`config.mk`:
```
export PLATFORM = sky130hd
export DESIGN_NAME = polygon_face_normal_flat
export DESIGN_NICKNAME = d
export VERILOG_FILES = /design/src/hw/rtl/pfn_pkg.sv /design/src/hw/rtl/pfn_vertex_if.sv /design/src/hw/rtl/pfn_normal_if.sv /design/src/hw/rtl/pfn_alu.sv /design/src/hw/rtl/pfn_root.sv /design/src/hw/rtl/polygon_face_normal.sv /design/src/flat_wrapper.sv
export VERILOG_INCLUDE_DIRS = /design/src /design/src/hw/rtl
export SDC_FILE = /design/constraint.sdc
export NUM_CORES = 2
export LEC_CHECK = 0
export ABC_CLOCK_PERIOD_IN_PS = 14500
export BUFFER_PORTS_ARGS = -buffer_cell sky130_fd_sc_hd__buf_2
export CAP_MARGIN = 40
export CORE_ASPECT_RATIO = 1.75
export CORE_MARGIN = 4
export CORE_UTILIZATION = 50
export CTS_CLUSTER_SIZE = 16
export DETAILED_ROUTE_END_ITERATION = 16
export PLACE_DENSITY = 0.66
export SETUP_SLACK_MARGIN = 0.05
export SYNTH_ARGS = -nofsm -noshare
export SYNTH_HDL_FRONTEND = slang
export SYNTH_SLANG_ARGS = --single-unit
```
`constraint.sdc`:
```
create_clock -name clk -period 14.5 [get_ports clk]
set_input_delay 2.9 -clock clk [delete_from_list [all_inputs] [get_ports clk]]
set_output_delay 2.9 -clock clk [all_outputs]
set_load 0.01 [all_outputs]
```
`src/hw/rtl/assert_macros.svh`:
```
// Assertion helpers shared by the RTL. Every macro samples on clk and is
// disabled while rst is high.
`ifndef ASSERT_MACROS_SVH
`define ASSERT_MACROS_SVH

// The consequent must hold in the same cycle as the antecedent.
`define ASSERT_IMPL(label, ante, cons, msg) \
  label: assert property (@(posedge clk) disable iff (rst) (ante) |-> (cons)) else $error(msg);

// The consequent must hold in the cycle after the antecedent.
`define ASSERT_NEXT(label, ante, cons, msg) \
  label: assert property (@(posedge clk) disable iff (rst) (ante) |=> (cons)) else $error(msg);

`endif

```
`src/hw/rtl/pfn_pkg.sv`:
```
package pfn_pkg;

  // Default configuration.
  localparam int COORD_WIDTH_DEF  = 24;
  localparam int NORMAL_FRAC_DEF  = 14;

  // Fixed output format and thresholds.
  localparam int NORMAL_W         = 16;
  localparam int COLLINEAR_SHIFT  = 17;
  localparam int OUT_MAG_MAX      = 32767;

  // Top-level control states.
  typedef enum logic [2:0] {
    S_IDLE,
    S_ISSUE,
    S_WAIT,
    S_ROOT,
    S_EMIT
  } state_t;

  // Micro-operations of one trial vertex, in issue order.
  typedef enum logic [4:0] {
    ST_N0A, ST_N0B, ST_N1A, ST_N1B, ST_N2A, ST_N2B,
    ST_A0, ST_A1, ST_A2,
    ST_B0, ST_B1, ST_B2,
    ST_S0, ST_S1, ST_S2,
    ST_D,
    ST_R,
    ST_Q
  } step_t;

  typedef enum logic {
    ALU_MAC,
    ALU_DIV
  } alu_op_t;

  typedef enum logic [1:0] {
    ACC_KEEP,
    ACC_CLEAR,
    ACC_LOAD
  } acc_mode_t;

  typedef struct packed {
    logic      start;
    alu_op_t   op;
    logic      neg;
    logic      shift_up;
    acc_mode_t acc_mode;
  } alu_ctrl_t;

  typedef struct packed {
    logic busy;
    logic done;
  } alu_stat_t;

endpackage

```
`src/hw/rtl/pfn_vertex_if.sv`:
```
interface pfn_vertex_if #(
  parameter int COORD_WIDTH = pfn_pkg::COORD_WIDTH_DEF
) ();
  logic                          valid;
  logic                          ready;
  logic signed [COORD_WIDTH-1:0] vertex_x;
  logic signed [COORD_WIDTH-1:0] vertex_y;
  logic signed [COORD_WIDTH-1:0] vertex_z;
  logic                          last_vertex;

  modport source (output valid, vertex_x, vertex_y, vertex_z, last_vertex, input ready);
  modport sink (input valid, vertex_x, vertex_y, vertex_z, last_vertex, output ready);
endinterface

```
`src/hw/rtl/pfn_normal_if.sv`:
```
interface pfn_normal_if ();
  logic                                 valid;
  logic                                 ready;
  logic signed [pfn_pkg::NORMAL_W-1:0]  normal_x;
  logic signed [pfn_pkg::NORMAL_W-1:0]  normal_y;
  logic signed [pfn_pkg::NORMAL_W-1:0]  normal_z;
  logic                                 normal_found;

  modport source (output valid, normal_x, normal_y, normal_z, normal_found, input ready);
  modport sink (input valid, normal_x, normal_y, normal_z, normal_found, output ready);
endinterface

```
`src/hw/rtl/pfn_alu.sv`:
```
`include "assert_macros.svh"

// Shared add/subtract unit. A multiply-accumulate runs shift-and-add over the
// multiplier magnitude, one bit a cycle, and stops once no set bits remain.
// A divide is restoring, one quotient bit a cycle, on the accumulator.
module pfn_alu #(
  parameter int COORD_WIDTH      = pfn_pkg::COORD_WIDTH_DEF,
  parameter int NORMAL_FRAC_BITS = pfn_pkg::NORMAL_FRAC_DEF,
  localparam int EW = COORD_WIDTH + 1,
  localparam int NW = 2 * EW,
  localparam int OW = NW + 1,
  localparam int SW = 2 * NW,
  localparam int QW = 2 * NORMAL_FRAC_BITS + 3,
  localparam int AW = 2 * NW + 2 * NORMAL_FRAC_BITS + 2
) (
  input  logic                clk,
  input  logic                rst,
  input  pfn_pkg::alu_ctrl_t  ctrl,
  input  logic signed [OW-1:0] a,
  input  logic signed [OW-1:0] b,
  input  logic signed [AW-1:0] acc_init,
  input  logic [SW-1:0]       dvsr,
  output pfn_pkg::alu_stat_t  stat,
  output logic signed [AW-1:0] acc,
  output logic [QW-1:0]       quot
);

  localparam int RSH = 2 * NORMAL_FRAC_BITS + 2;
  localparam int CW  = $clog2(QW + 1);

  logic                busy;
  logic                done;
  pfn_pkg::alu_op_t    op;
  logic                sub;
  logic [AW-1:0]       mcand;
  logic [OW-1:0]       mplier;
  logic [CW-1:0]       cnt;
  logic [OW-1:0]       a_mag;
  logic [OW-1:0]       b_mag;
  logic                sub_now;
  logic [AW:0]         addend;
  logic [AW:0]         sum;

  // Operand magnitudes; the negated minimum still fits unsigned.
  assign a_mag = a[OW-1] ? OW'(-a) : OW'(a);
  assign b_mag = b[OW-1] ? OW'(-b) : OW'(b);

  // The one adder, one bit wider so that a trial subtract shows its sign.
  assign sub_now = (op == pfn_pkg::ALU_DIV) || sub;
  assign addend  = sub_now ? ~{1'b0, mcand} : {1'b0, mcand};
  assign sum     = {acc[AW-1], acc} + addend + (AW + 1)'(sub_now);

  always_ff @(posedge clk) begin
    if (rst) begin
      busy <= 1'b0;
      done <= 1'b0;
      op   <= pfn_pkg::ALU_MAC;
      sub  <= 1'b0;
      cnt  <= '0;
    end else begin
      done <= 1'b0;
      if (ctrl.start) begin
        busy <= 1'b1;
        op   <= ctrl.op;
        sub  <= ctrl.neg ^ a[OW-1] ^ b[OW-1];
        cnt  <= CW'(QW);
        unique case (ctrl.acc_mode)
          pfn_pkg::ACC_CLEAR: acc <= '0;
          pfn_pkg::ACC_LOAD:  acc <= acc_init;
          default:            acc <= acc;
        endcase
        if (ctrl.op == pfn_pkg::ALU_DIV) begin
          mcand <= AW'(dvsr) << (QW - 1);
          quot  <= '0;
        end else begin
          mcand  <= AW'(a_mag) << (ctrl.shift_up ? RSH : 0);
          mplier <= b_mag;
        end
      end else if (busy) begin
        if (op == pfn_pkg::ALU_DIV) begin
          // Restoring step: keep the difference when it is not negative.
          if (!sum[AW]) begin
            acc <= sum[AW-1:0];
          end
          quot  <= {quot[QW-2:0], ~sum[AW]};
          mcand <= mcand >> 1;
          cnt   <= cnt - 1'b1;
          if (cnt == CW'(1)) begin
            busy <= 1'b0;
            done <= 1'b1;
          end
        end else if (mplier == '0) begin
          busy <= 1'b0;
          done <= 1'b1;
        end else begin
          if (mplier[0]) begin
            acc <= sum[AW-1:0];
          end
          mcand  <= mcand << 1;
          mplier <= mplier >> 1;
        end
      end
    end
  end

  assign stat.busy = busy;
  assign stat.done = done;

  `ASSERT_IMPL(a_alu_start_idle, ctrl.start, !busy, "ALU started while busy")

endmodule

```
`src/hw/rtl/pfn_root.sv`:
```
`include "assert_macros.svh"

// Finds the largest m in [0, 2^F] with (2m-1)^2 <= q, one bit of m a cycle,
// most significant first. This rounds |N| * 2^F / sqrt(S) to nearest.
module pfn_root #(
  parameter int NORMAL_FRAC_BITS = pfn_pkg::NORMAL_FRAC_DEF,
  localparam int F  = NORMAL_FRAC_BITS,
  localparam int QW = 2 * F + 3
) (
  input  logic          clk,
  input  logic          rst,
  input  logic          start,
  input  logic [QW-1:0] q,
  output logic          done,
  output logic [F:0]    m
);

  localparam int KW = $clog2(F + 1);

  logic              busy;
  logic [KW-1:0]     k;
  logic [QW-1:0]     q_r;
  logic [F:0]        cand;
  logic [F+1:0]      odd;
  logic [2*F+3:0]    sq;
  logic              take;

  // Trial of the current bit.
  assign cand = m | ((F + 1)'(1) << k);
  assign odd  = {cand, 1'b0} - (F + 2)'(1);
  assign sq   = (2 * F + 4)'(odd) * (2 * F + 4)'(odd);
  assign take = (cand <= ((F + 1)'(1) << F)) && (sq <= (2 * F + 4)'(q_r));

  always_ff @(posedge clk) begin
    if (rst) begin
      busy <= 1'b0;
      done <= 1'b0;
      k    <= '0;
    end else begin
      done <= 1'b0;
      if (start) begin
        busy <= 1'b1;
        k    <= KW'(F);
        m    <= '0;
        q_r  <= q;
      end else if (busy) begin
        if (take) begin
          m <= cand;
        end
        if (k == '0) begin
          busy <= 1'b0;
          done <= 1'b1;
        end else begin
          k <= k - 1'b1;
        end
      end
    end
  end

  `ASSERT_IMPL(a_root_done, done, $past(busy), "Root search finished without running")

endmodule

```
`src/hw/rtl/polygon_face_normal.sv`:
```
// Face normal of a polygon from a vertex stream. Vertices arrive one per
// transaction as signed Q12.12 coordinates; the transaction that carries
// last_vertex closes the polygon and yields one result: a unit normal in
// signed Q1.14 and normal_found. The first two vertices of a polygon and every
// vertex after a normal was found are taken without a trial. Each other vertex
// is a trial run on one shared shift-and-add unit: 16 multiply-accumulates
// and, when the vertex gives the normal, three more multiply-accumulates and
// three restoring divides, with three root searches on a separate unit. The
// input is not ready while a trial runs. A closing vertex passes through an
// emit state that moves the result into the output register, which holds it
// until taken while the next polygon streams in.
`include "assert_macros.svh"

module polygon_face_normal #(
  parameter int COORD_WIDTH      = pfn_pkg::COORD_WIDTH_DEF,
  parameter int NORMAL_FRAC_BITS = pfn_pkg::NORMAL_FRAC_DEF
) (
  input  logic          clk,
  input  logic          rst,
  pfn_vertex_if.sink    vtx,
  pfn_normal_if.source  nrm
);

  localparam int C  = COORD_WIDTH;
  localparam int F  = NORMAL_FRAC_BITS;
  localparam int EW = C + 1;
  localparam int NW = 2 * EW;
  localparam int OW = NW + 1;
  localparam int SW = 2 * NW;
  localparam int QW = 2 * F + 3;
  localparam int AW = 2 * NW + 2 * F + 2;
  localparam int OUTW = pfn_pkg::NORMAL_W;

  pfn_pkg::state_t    state;
  pfn_pkg::state_t    state_next;
  pfn_pkg::step_t     step;
  logic [1:0]         comp;
  logic [1:0]         points_seen;
  logic               found;
  logic               cur_last;

  logic signed [C-1:0]    p1 [3];
  logic signed [C-1:0]    p2 [3];
  logic signed [EW-1:0]   e1 [3];
  logic signed [EW-1:0]   e2 [3];
  logic signed [NW-1:0]   nv [3];
  logic [NW-1:0]          a_sum;
  logic [NW-1:0]          b_sum;
  logic [SW-1:0]          s_sum;
  logic signed [OUTW-1:0] held [3];

  logic                   out_valid;
  logic signed [OUTW-1:0] out_n [3];
  logic                   out_found;

  pfn_pkg::alu_ctrl_t     alu_ctrl;
  pfn_pkg::alu_stat_t     alu_st;
  logic signed [OW-1:0]   op_a;
  logic signed [OW-1:0]   op_b;
  logic signed [AW-1:0]   acc_init;
  logic [SW-1:0]          dvsr;
  logic signed [AW-1:0]   acc;
  logic [QW-1:0]          quot;

  logic                   root_start;
  logic                   root_done;
  logic [F:0]             root_m;
  logic [OUTW-1:0]        mag;

  logic                   in_take;
  logic                   out_free;
  logic                   trial;
  logic                   step_done;

  assign in_take  = vtx.valid && vtx.ready;
  assign out_free = !out_valid || nrm.ready;
  assign trial    = (points_seen == 2'd2) && !found;
  assign step_done = (state == pfn_pkg::S_WAIT) && alu_st.done;

  // Operand selection for the current micro-operation.
  always_comb begin
    op_a     = '0;
    op_b     = '0;
    alu_ctrl = '{start: 1'b0, op: pfn_pkg::ALU_MAC, neg: 1'b0, shift_up: 1'b0,
                 acc_mode: pfn_pkg::ACC_KEEP};
    unique case (step)
      pfn_pkg::ST_N0A: begin
        op_a = OW'(e1[1]); op_b = OW'(e2[2]); alu_ctrl.acc_mode = pfn_pkg::ACC_CLEAR;
      end
      pfn_pkg::ST_N0B: begin
        op_a = OW'(e1[2]); op_b = OW'(e2[1]); alu_ctrl.neg = 1'b1;
      end
      pfn_pkg::ST_N1A: begin
        op_a = OW'(e1[2]); op_b = OW'(e2[0]); alu_ctrl.acc_mode = pfn_pkg::ACC_CLEAR;
      end
      pfn_pkg::ST_N1B: begin
        op_a = OW'(e1[0]); op_b = OW'(e2[2]); alu_ctrl.neg = 1'b1;
      end
      pfn_pkg::ST_N2A: begin
        op_a = OW'(e1[0]); op_b = OW'(e2[1]); alu_ctrl.acc_mode = pfn_pkg::ACC_CLEAR;
      end
      pfn_pkg::ST_N2B: begin
        op_a = OW'(e1[1]); op_b = OW'(e2[0]); alu_ctrl.neg = 1'b1;
      end
      pfn_pkg::ST_A0: begin
        op_a = OW'(e1[0]); op_b = OW'(e1[0]); alu_ctrl.acc_mode = pfn_pkg::ACC_CLEAR;
      end
      pfn_pkg::ST_A1: begin
        op_a = OW'(e1[1]); op_b = OW'(e1[1]);
      end
      pfn_pkg::ST_A2: begin
        op_a = OW'(e1[2]); op_b = OW'(e1[2]);
      end
      pfn_pkg::ST_B0: begin
        op_a = OW'(e2[0]); op_b = OW'(e2[0]); alu_ctrl.acc_mode = pfn_pkg::ACC_CLEAR;
      end
      pfn_pkg::ST_B1: begin
        op_a = OW'(e2[1]); op_b = OW'(e2[1]);
      end
      pfn_pkg::ST_B2: begin
        op_a = OW'(e2[2]); op_b = OW'(e2[2]);
      end
      pfn_pkg::ST_S0: begin
        op_a = OW'(nv[0]); op_b = OW'(nv[0]); alu_ctrl.acc_mode = pfn_pkg::ACC_CLEAR;
      end
      pfn_pkg::ST_S1: begin
        op_a = OW'(nv[1]); op_b = OW'(nv[1]);
      end
      pfn_pkg::ST_S2: begin
        op_a = OW'(nv[2]); op_b = OW'(nv[2]);
      end
      pfn_pkg::ST_D: begin
        // S * 2^17 - A * B: the edges are not collinear when this is >= 0.
        op_a = signed'(OW'(a_sum)); op_b = signed'(OW'(b_sum));
        alu_ctrl.neg = 1'b1; alu_ctrl.acc_mode = pfn_pkg::ACC_LOAD;
      end
      pfn_pkg::ST_R: begin
        // N_i^2 * 2^(2F+2), the dividend of the rounding test.
        op_a = OW'(nv[comp]); op_b = OW'(nv[comp]);
        alu_ctrl.shift_up = 1'b1; alu_ctrl.acc_mode = pfn_pkg::ACC_CLEAR;
      end
      pfn_pkg::ST_Q: begin
        alu_ctrl.op = pfn_pkg::ALU_DIV;
      end
      default: begin
        op_a = '0;
      end
    endcase
    alu_ctrl.start = (state == pfn_pkg::S_ISSUE);
  end

  assign acc_init = signed'(AW'(s_sum) << pfn_pkg::COLLINEAR_SHIFT);
  assign dvsr     = (s_sum == '0) ? SW'(1) : s_sum;

  pfn_alu #(
    .COORD_WIDTH      (COORD_WIDTH),
    .NORMAL_FRAC_BITS (NORMAL_FRAC_BITS)
  ) u_alu (
    .clk      (clk),
    .rst      (rst),
    .ctrl     (alu_ctrl),
    .a        (op_a),
    .b        (op_b),
    .acc_init (acc_init),
    .dvsr     (dvsr),
    .stat     (alu_st),
    .acc      (acc),
    .quot     (quot)
  );

  pfn_root #(
    .NORMAL_FRAC_BITS (NORMAL_FRAC_BITS)
  ) u_root (
    .clk   (clk),
    .rst   (rst),
    .start (root_start),
    .q     (quot),
    .done  (root_done),
    .m     (root_m)
  );

  // Saturate the rounded magnitude to the output range.
  assign mag = ((F + 1 > 15) && (32'(root_m) > 32'(pfn_pkg::OUT_MAG_MAX))) ?
               OUTW'(pfn_pkg::OUT_MAG_MAX) : OUTW'(root_m);

  // Next-state logic.
  always_comb begin
    state_next = state;
    unique case (state)
      pfn_pkg::S_IDLE: begin
        if (in_take) begin
          if (trial) begin
            state_next = pfn_pkg::S_ISSUE;
          end else if (vtx.last_vertex) begin
            state_next = pfn_pkg::S_EMIT;
          end
        end
      end
      pfn_pkg::S_ISSUE: begin
        state_next = pfn_pkg::S_WAIT;
      end
      pfn_pkg::S_WAIT: begin
        if (alu_st.done) begin
          if (step == pfn_pkg::ST_Q) begin
            state_next = pfn_pkg::S_ROOT;
          end else if (step == pfn_pkg::ST_D && acc[AW-1]) begin
            state_next = cur_last ? pfn_pkg::S_EMIT : pfn_pkg::S_IDLE;
          end else begin
            state_next = pfn_pkg::S_ISSUE;
          end
        end
      end
      pfn_pkg::S_ROOT: begin
        if (root_done) begin
          if (comp == 2'd2) begin
            state_next = cur_last ? pfn_pkg::S_EMIT : pfn_pkg::S_IDLE;
          end else begin
            state_next = pfn_pkg::S_ISSUE;
          end
        end
      end
      pfn_pkg::S_EMIT: begin
        if (out_free) begin
          state_next = pfn_pkg::S_IDLE;
        end
      end
      default: begin
        state_next = pfn_pkg::S_IDLE;
      end
    endcase
  end

  // Handshake and unit start outputs.
  always_comb begin
    vtx.ready  = (state == pfn_pkg::S_IDLE);
    root_start = step_done && (step == pfn_pkg::ST_Q);
  end

  // State, polygon bookkeeping and result capture.
  always_ff @(posedge clk) begin
    if (rst) begin
      state       <= pfn_pkg::S_IDLE;
      step        <= pfn_pkg::ST_N0A;
      comp        <= '0;
      points_seen <= '0;
      found       <= 1'b0;
      cur_last    <= 1'b0;
      out_valid   <= 1'b0;
      for (int i = 0; i < 3; i++) begin
        held[i] <= '0;
      end
    end else begin
      state <= state_next;
      if (nrm.ready) begin
        out_valid <= 1'b0;
      end

      // Vertex transaction.
      if (in_take) begin
        cur_last <= vtx.last_vertex;
        if (points_seen == 2'd0) begin
          p1[0] <= vtx.vertex_x; p1[1] <= vtx.vertex_y; p1[2] <= vtx.vertex_z;
          points_seen <= 2'd1;
        end else if (points_seen == 2'd1) begin
          p2[0] <= vtx.vertex_x; p2[1] <= vtx.vertex_y; p2[2] <= vtx.vertex_z;
          points_seen <= 2'd2;
        end else if (!found) begin
          for (int i = 0; i < 3; i++) begin
            e1[i] <= EW'(p2[i]) - EW'(p1[i]);
          end
          e2[0] <= EW'(vtx.vertex_x) - EW'(p2[0]);
          e2[1] <= EW'(vtx.vertex_y) - EW'(p2[1]);
          e2[2] <= EW'(vtx.vertex_z) - EW'(p2[2]);
          step  <= pfn_pkg::ST_N0A;
          comp  <= '0;
        end
      end

      // Capture at the end of each micro-operation.
      if (step_done) begin
        unique case (step)
          pfn_pkg::ST_N0B: nv[0] <= acc[NW-1:0];
          pfn_pkg::ST_N1B: nv[1] <= acc[NW-1:0];
          pfn_pkg::ST_N2B: nv[2] <= acc[NW-1:0];
          pfn_pkg::ST_A2:  a_sum <= acc[NW-1:0];
          pfn_pkg::ST_B2:  b_sum <= acc[NW-1:0];
          pfn_pkg::ST_S2:  s_sum <= acc[SW-1:0];
          default: begin
          end
        endcase
        if (step != pfn_pkg::ST_Q && step != pfn_pkg::ST_D) begin
          step <= pfn_pkg::step_t'(step + 1'b1);
        end else if (step == pfn_pkg::ST_D && !acc[AW-1]) begin
          step <= pfn_pkg::ST_R;
        end
      end

      // One normal component is done.
      if (state == pfn_pkg::S_ROOT && root_done) begin
        held[comp] <= nv[comp][NW-1] ? -signed'(mag) : signed'(mag);
        if (comp == 2'd2) begin
          found <= 1'b1;
        end else begin
          comp <= comp + 1'b1;
          step <= pfn_pkg::ST_R;
        end
      end

      // Close the polygon into the output register.
      if (state == pfn_pkg::S_EMIT && out_free) begin
        out_valid   <= 1'b1;
        out_found   <= found;
        for (int i = 0; i < 3; i++) begin
          out_n[i] <= held[i];
          held[i]  <= '0;
        end
        points_seen <= '0;
        found       <= 1'b0;
      end
    end
  end

  assign nrm.valid        = out_valid;
  assign nrm.normal_x     = out_n[0];
  assign nrm.normal_y     = out_n[1];
  assign nrm.normal_z     = out_n[2];
  assign nrm.normal_found = out_found;

  `ASSERT_IMPL(a_alu_done_wait, alu_st.done, state == pfn_pkg::S_WAIT, "ALU finished outside a wait")
  `ASSERT_NEXT(a_found_no_trial, in_take && found, state != pfn_pkg::S_ISSUE, "Trial after normal found")

endmodule
```
`src/flat_wrapper.sv`:
```
// flat-port wrapper written by rule: the top's interface ports become plain ports
module polygon_face_normal_flat 
#(
  parameter int COORD_WIDTH      = pfn_pkg::COORD_WIDTH_DEF,
  parameter int NORMAL_FRAC_BITS = pfn_pkg::NORMAL_FRAC_DEF
)
  (clk, rst, vtx_valid, vtx_vertex_x, vtx_vertex_y, vtx_vertex_z, vtx_last_vertex, vtx_ready, nrm_valid, nrm_normal_x, nrm_normal_y, nrm_normal_z, nrm_normal_found, nrm_ready);
  pfn_vertex_if #(.COORD_WIDTH(COORD_WIDTH)) vtx_i ();
  pfn_normal_if nrm_i ();
  input  logic clk;
  input  logic rst;
  input wire logic [$bits(vtx_i.valid)-1:0] vtx_valid;
  input wire logic [$bits(vtx_i.vertex_x)-1:0] vtx_vertex_x;
  input wire logic [$bits(vtx_i.vertex_y)-1:0] vtx_vertex_y;
  input wire logic [$bits(vtx_i.vertex_z)-1:0] vtx_vertex_z;
  input wire logic [$bits(vtx_i.last_vertex)-1:0] vtx_last_vertex;
  output wire logic [$bits(vtx_i.ready)-1:0] vtx_ready;
  output wire logic [$bits(nrm_i.valid)-1:0] nrm_valid;
  output wire logic [$bits(nrm_i.normal_x)-1:0] nrm_normal_x;
  output wire logic [$bits(nrm_i.normal_y)-1:0] nrm_normal_y;
  output wire logic [$bits(nrm_i.normal_z)-1:0] nrm_normal_z;
  output wire logic [$bits(nrm_i.normal_found)-1:0] nrm_normal_found;
  input wire logic [$bits(nrm_i.ready)-1:0] nrm_ready;
  assign vtx_i.valid = vtx_valid;
  assign vtx_i.vertex_x = vtx_vertex_x;
  assign vtx_i.vertex_y = vtx_vertex_y;
  assign vtx_i.vertex_z = vtx_vertex_z;
  assign vtx_i.last_vertex = vtx_last_vertex;
  assign vtx_ready = vtx_i.ready;
  assign nrm_valid = nrm_i.valid;
  assign nrm_normal_x = nrm_i.normal_x;
  assign nrm_normal_y = nrm_i.normal_y;
  assign nrm_normal_z = nrm_i.normal_z;
  assign nrm_normal_found = nrm_i.normal_found;
  assign nrm_i.ready = nrm_ready;
  polygon_face_normal #(.COORD_WIDTH(COORD_WIDTH), .NORMAL_FRAC_BITS(NORMAL_FRAC_BITS)) u_core (.clk(clk), .rst(rst), .vtx(vtx_i), .nrm(nrm_i));
endmodule
```
Yosys cells after proc, flatten, opt, wreduce, memory -nomap -nowiden

Memory sizes are Yosys's and may differ from the RTL's. A register that Yosys moved wholly into a read port is not among the register bits.
Index checks and enable logic that the tools add are counted.

Add/sub/neg operators: 16
Multiply operators: 1
Div/mod/pow operators: 0
Magnitude comparators: 2
Equality and inequality tests: 42
Shifts and indexed selects: 2
Muxes and demuxes: 131
Bitwise gates (word level): 12
Reductions and logical operators: 59

Operators with widths:

| cell                                                                   | count |
|---|---|
| 130-bit 2-to-1 mux                                                     | 11 |
| 51-bit one-hot mux with 11 select lines                                | 2 |
| 51-bit 2-to-1 mux                                                      | 7 |
| 130-bit one-hot mux with 2 select lines                                | 1 |
| 24-bit by 24-bit subtractor with 25-bit output                         | 6 |
| 131-bit by 1-bit adder with 131-bit output                             | 1 |
| 131-bit adder                                                          | 1 |
| 131-bit 2-to-1 mux                                                     | 1 |
| 130-bit inverter with 131-bit output                                   | 1 |
| 51-bit by 5-bit left shift with 130-bit output                         | 1 |
| 31-bit 2-to-1 mux                                                      | 4 |
| 51-bit negator                                                         | 2 |
| 100-bit logical NOT                                                    | 1 |
| 100-bit 2-to-1 mux                                                     | 1 |
| 50-bit 2-to-1 mux                                                      | 2 |
| 50-bit OR reduction                                                    | 2 |
| 16-bit 2-to-1 mux                                                      | 5 |
| 5-bit 2-to-1 mux                                                       | 13 |
| 1-bit 2-to-1 mux                                                       | 55 |
| 51-bit logical NOT                                                     | 1 |
| 5-bit by 4-bit equality test with 1-bit output (second input constant) | 8 |
| 32-bit by 31-bit less-or-equal comparator with 1-bit output            | 1 |
| 16-bit by 16-bit multiplier with 32-bit output                         | 1 |
| 15-bit 2-to-1 mux                                                      | 2 |
| other kinds (51)                                                       | 135 |

Bits in registers: 619
Latch bits: 0
Memory bits (writable): 540
ROM bits: 0
Input bits: 77
Output and inout port bits: 51
Logic and storage cells: 298
Memories: 7

Memories:

| memory          | depth | width | read ports | clocked after memory_dff | wr ports | line                      | source |
|---|---|---|---|---|---|---|---|
| u_core.nv       | 3     | 50    | 4          | 1                        | 1        | polygon_face_normal.sv:46 | `logic signed [NW-1:0] nv [3];` |
| u_core.e1       | 3     | 25    | 3          | 0                        | 3        | polygon_face_normal.sv:44 | `logic signed [EW-1:0] e1 [3];` |
| u_core.e2       | 3     | 25    | 3          | 0                        | 3        | polygon_face_normal.sv:45 | `logic signed [EW-1:0] e2 [3];` |
| u_core.p1       | 3     | 24    | 3          | 0                        | 3        | polygon_face_normal.sv:42 | `logic signed [C-1:0] p1 [3];` |
| u_core.p2       | 3     | 24    | 3          | 0                        | 3        | polygon_face_normal.sv:43 | `logic signed [C-1:0] p2 [3];` |
| u_core.held     | 3     | 16    | 3          | 0                        | 3        | polygon_face_normal.sv:50 | `logic signed [OUTW-1:0] held [3];` |
| 1 more memories | --    | --    | --         | --                       | --       | --                        |  |

Longest topological paths before layout

Depth in word-level cells: 9
Mapped depth: 48
Mapped depth without buffers: 46

Modules after synthesis

From an unflattened synthesis, not the netlist that was laid out.

Cells, all modules: 7007
Area, all modules: 72938.7 um^2

By module, submodules not included:

| module              | times used | cells each | area an instance (um^2) | sequential area each (um^2) |
|---|---|---|---|---|
| polygon_face_normal | 1          | 2828       | 35188.7                 | 22551.6 |
| pfn_alu             | 1          | 3099       | 27745.4                 | 10450.0 |
| pfn_root            | 1          | 1080       | 10004.6                 | 1501.4 |

Worst setup path before layout

Ideal clock, no wire load.

Path kind: input to register
Start point: input port rst
End point: register u_core.u_alu.acc[0] (enable)
Library setup time: 0.507 ns
Data arrival time: 12.499 ns
Required time: 13.993 ns
Slack: 1.493 ns
Stages on the path: 5
Path buffers: 1
Cell sequence: clkbuf_1 > inv_1 > o21ai_0 > nor2_1 > o311a_1

Word-level cells in the longest chain between the ends: 2

Ends and longest elaborated chain:

| item                          | line               | source |
|---|---|---|
| start, declared               | flat_wrapper.sv:11 | `input logic rst;` |
| 1-bit inverter (no line)      | --                 |  |
| 6-bit AND reduction (no line) | --                 |  |
| end signal, assigned          | pfn_alu.sv:69      | `pfn_pkg::ACC_LOAD: acc <= acc_init;` |
| end signal, assigned          | pfn_alu.sv:83      | `acc <= sum[AW-1:0];` |
| end signal, assigned          | pfn_alu.sv:97      | `acc <= sum[AW-1:0];` |
| end, declared                 | pfn_alu.sv:24      | `output logic signed [AW-1:0] acc,` |

No other way between the ends.
A chain may end at the register's enable or synchronous reset.

Final worst setup path

Start point: register u_core.u_root.k[1]
End point: register u_core.u_root.m[10] (enable)

Word-level cells in the longest chain between the ends: 8
Elaborated cells on any way between the ends: 9
Classes of those cells: add/sub: 1; mul: 1; order compare: 2; shift: 1; bitwise: 1; reduce/logical: 3

Ends and longest elaborated chain:

| item                                                        | line           | source |
|---|---|---|
| start, declared                                             | pfn_root.sv:21 | `logic [KW-1:0] k;` |
| start signal, assigned                                      | pfn_root.sv:43 | `k <= KW'(F);` |
| start signal, assigned                                      | pfn_root.sv:54 | `k <= k - 1'b1;` |
| 1-bit by 4-bit left shift with 15-bit output *              | pfn_root.sv:29 | `assign cand = m \| ((F + 1)'(1) << k);` |
| 15-bit OR *                                                 | pfn_root.sv:29 |  |
| via u_core.u_root.cand[0]                                   | pfn_root.sv:23 | `logic [F:0] cand;` |
| 16-bit by 1-bit subtractor with 16-bit output               | pfn_root.sv:30 | `assign odd = {cand, 1'b0} - (F + 2)'(1);` |
| 16-bit by 16-bit multiplier with 32-bit output              | pfn_root.sv:31 | `assign sq = (2 * F + 4)'(odd) * (2 * F + 4)'(odd);` |
| 32-bit by 31-bit less-or-equal comparator with 1-bit output | pfn_root.sv:32 | `assign take = (cand <= ((F + 1)'(1) << F)) && (sq <= (2 * F + 4)'(q_r));` |
| 1-bit logical AND *                                         | pfn_root.sv:32 |  |
| 2-bit nonzero test (no line) *                              | --             |  |
| 3-bit AND reduction (no line) *                             | --             |  |
| end signal, assigned                                        | pfn_root.sv:48 | `m <= cand;` |
| end, declared                                               | pfn_root.sv:15 | `output logic [F:0] m` |

Mark *: on every way through the listed nets, which the timed path passes. The rest lies on a longest branch.

==> reports/metrics.yaml <==
cts_tree: "built"
synth_top_family_by_area: "compound AO/OA/AOI/OAI gates"
slew_headroom: 0.277
yosys-top-cells-count: "sky130_fd_sc_hd__edfxtp_1 (1129), sky130_fd_sc_hd__nand2_1 (594), sky130_fd_sc_hd__inv_1 (555), sky130_fd_sc_hd__nor2_1 (491), sky130_fd_sc_hd__o21ai_0 (445)"
worst_slew_pin_slew_ns: 1.08
sequential_fraction_of_the_synthesis_area: 0.471
port_buffers: 127
ctsHoldBuffers: 0
detail_route.drc_violations: 0
outcome: "finished clean"
synth-adder-area-share: 0.117
finClkSkew_ns: 0.0478
cts.reportedPaths.clkPinSlew_ns: 0.07
synthesis.area_per_instance_um2: 10.5
cp_slowest_stage_delay_ns: 0.59
place.detailed.hpwl_um: 197000
hold_path.class: "reg2reg"
final_layout_size_suffix_gt1_frac: 0.0869
setup_viol: 0
worst_ep_arrival_time_ns: 12.68
globalRouteTotalUtil: 0.336
place_congestion: 1.02
synth_cells: 6984
clkSinkCount: 1159
min_path_cells: 0
crit_path_start_kind: "register"
netlist_area_pre_place_um2: 73300
max-vdd-ir-drop_v: 0.000107
routedWlPerCell_um: 28.8
crit_fanout: 15
number_of_enable_type_register_cells_in_the_synthesized_netlist: 1129
cap_violations: 0
grt_overflow: 0
yosysTopAreaCell: "sky130_fd_sc_hd__edfxtp_1"
worstSetupPathType: "reg2reg"
grt_first_pass_wirelength_um: 379000
top_level_ports: 128
synth-seq-cells: 1159
growth_of_design_area_from_synthesis_to_finish_pct: 10.0
postSynth.asyncResetShare: 0
slew_viol_final: 0
detailroute.via_count: 57488
cts_repair_resize_count: 0
detail_route.wirelength_um: 261000
starting_drc_count_in_detailed_routing: 5273
cp_slowest_cell: "sky130_fd_sc_hd__fa_1"
r2r.worst_path.cells: 41
post_cts_buffers: 0
pre_cts_ws_ns: 2.28
fp.dieW_um: 297
htree_levels: 3
synthTopCellsByArea: "sky130_fd_sc_hd__edfxtp_1 (46%), sky130_fd_sc_hd__ha_1 (7.0%), sky130_fd_sc_hd__fa_1 (4.7%), sky130_fd_sc_hd__xnor2_1 (4.1%), sky130_fd_sc_hd__nand2_1 (3.0%)"
synth_top_area_share: 0.462
grt_pass1_vias: 59092
grt_antenna_before_repair: 8
period_minus_slack_ns: 12.23
yosysUniqueCellTypes: 99
via_per_inst: 6.36
power_per_cell_area_nw_per_um2: 91.2
final_net_count: 7719
cts_buffer_depth: 3
cts-buffers-inserted: 110
yosysWarnings: 0
minimum_setup_slack_in_the_final_design_ns: 2.27
post_synth_mux_area_share: 0.0309
synth-compound-area-share: 0.159
post-route-period-util: 0.844
clkLatencyLatePin_ns: 0.78
cellLeakagePower_nw: 30.4
fin_tns_setup_ns: 0
floorplan.die.height_um: 515
yosys.area_share.simple: 0.122
synth_xor_xnor_area_share: 0.0536
core_um2: 145000
ys.flop_type: "sky130_fd_sc_hd__edfxtp_1"
synth_most_common_cell: "sky130_fd_sc_hd__edfxtp_1"
unrepaired_setup_endpoints_after_global_routing: "no"
maximum_number_of_pins_on_one_net_before_global_route_repair: 173
route.antenna.remaining_nets: 0
rows: 185
drt-pass1-iter-count: 9
fp.dieArea_um2: 153000
cts-root-buf: "sky130_fd_sc_hd__clkbuf_16"
cp_data_required_time_ns: 14.95
clock.fmax_ghz: 0.0818
timing_hold_violations_final: 0
worst_setup_path_end_kind: "register"
initial_core_util: 0.504
final timing paths:
path | slack, ns | start | end
min reg2reg | 0.42 | u_core.held[0][10]$_SDFFCE_PN0P_ | u_core.out_n[0][10]$_DFFE_PP_
max | 2.27 | u_core.u_root.k[1]$_SDFFE_PP0P_ | u_core.u_root.m[10]$_SDFFCE_PP0P_
max reg2reg | 2.27 | u_core.u_root.k[1]$_SDFFE_PP0P_ | u_core.u_root.m[10]$_SDFFCE_PP0P_
min | 0.42 | u_core.held[0][10]$_SDFFCE_PN0P_ | u_core.out_n[0][10]$_DFFE_PP_
metal layers:
metal	global-route usage	routed length, um	up-vias
li1	-	-	25781
met1	0.307	78600	27818
met2	0.618	135000	2736
met3	0.0610	15300	1149
met4	0.323	32000	4
met5	0	23	-
cells in the final DEF, fill, tap and decap left out, types with 38 or more instances in the layout:
master                      instances
sky130_fd_sc_hd__nand4_1           88
sky130_fd_sc_hd__a31oi_1           56
sky130_fd_sc_hd__buf_2            134
sky130_fd_sc_hd__nor3_1           102
sky130_fd_sc_hd__and2_1            52
sky130_fd_sc_hd__o211ai_1          74
sky130_fd_sc_hd__o21bai_1          44
sky130_fd_sc_hd__a21o_1           129
sky130_fd_sc_hd__nor2b_1           59
sky130_fd_sc_hd__clkbuf_16        113
sky130_fd_sc_hd__nand3_1          215
sky130_fd_sc_hd__nand2b_1          52
sky130_fd_sc_hd__ha_1             407
sky130_fd_sc_hd__xor2_1           109
sky130_fd_sc_hd__o31ai_1           43
sky130_fd_sc_hd__buf_4            135
sky130_fd_sc_hd__nor4_1            54
sky130_fd_sc_hd__a22o_1            45
sky130_fd_sc_hd__o21a_1            38
sky130_fd_sc_hd__a21oi_1          436
sky130_fd_sc_hd__nor2_1           483
sky130_fd_sc_hd__a22oi_1           77
sky130_fd_sc_hd__mux2_2            43
sky130_fd_sc_hd__a222oi_1          53
sky130_fd_sc_hd__mux2i_1          178
sky130_fd_sc_hd__nand2_1          594
sky130_fd_sc_hd__and3_1            47
sky130_fd_sc_hd__fa_1             172
sky130_fd_sc_hd__inv_1            555
sky130_fd_sc_hd__edfxtp_1        1129
sky130_fd_sc_hd__a211oi_1          63
sky130_fd_sc_hd__o21ai_0          444
sky130_fd_sc_hd__xnor2_1          340
state kept, by name (all words and copies together), names as in the netlist, 15 cells and up:
register,flops
u_core.b_sum,50
u_core.out_n,48
u_core.u_alu.mplier,51
u_core.u_alu.mcand,130
u_core.held,48
u_core.p1,72
u_core.nv,150
u_core.e1,75
u_core.s_sum,100
u_core.p2,72
u_core.u_alu.acc,130
u_core.u_root.m,15
u_core.a_sum,50
u_core.u_alu.quot,31
u_core.e2,75
u_core.u_root.q_r,31
layout make-up:
| class | count | area [um2] |
|---|---|---|
| repair buffers | 299 | 2260 |
| fillers | 12679 | 64700 |
| inverters | 560 | 2100 |
| clock inverters | 79 | 868 |
| multi-input cells | 4931 | 35600 |
| diodes | 6 | 15.0 |
| well taps | 1870 | 2340 |
| flip-flops and latches | 1159 | 34500 |
| clock buffers | 128 | 2920 |
worst max-delay path, delay by kind of cell (launching register included):
kind            cells  cell delay [ns]
simple gates        9             1.91
fa+ha+maj           9             4.13
buf+inv             8             1.59
compound gates     13             3.48
xor+xnor            2             0.25
flops               1             0.52
per-stage QoR:
stage / area [um2] / util / hold slack (ns) / power (mW) / cells
final: 80700 / 0.555 / 0.416 / 7.35 / 9032
after global routing: 80600 / 0.555 / 0.422 / 7.57 / 9029
after CTS: 80400 / 0.553 / 0.419 / 7.38 / 9007
after detailed placement: 76600 / 0.527 / 0.405 / 4.35 / 8800
after global placement: 76100 / 0.524 / 0.400 / 4.33 / 8768
after floorplan: 73300 / - / 0.400 / 4.17 / 6985
report_power, final:
part           leakage, nW  internal (mW)  switching, mW
clock network         1.83           1.68           1.39
logic                 18.2          0.200          0.336
registers             10.4           3.72         0.0262
cell families (layout without fill, tap and decap cells):
| group | count (synthesis) | after routing |
|---|---|---|
| multiplexers | 221 | 221 |
| buffers and inverters | 895 | 1066 |
| XOR/XNOR | 449 | 449 |
| other | 1 | 8 |
| flip-flops | 1159 | 1159 |
| AND/OR/NAND/NOR | 1893 | 1893 |
| AO/OA/AOI/OAI | 1785 | 1785 |
| adder cells (fa/ha/maj) | 581 | 581 |
No activity file was read; power rests on OpenSTA's default activity.
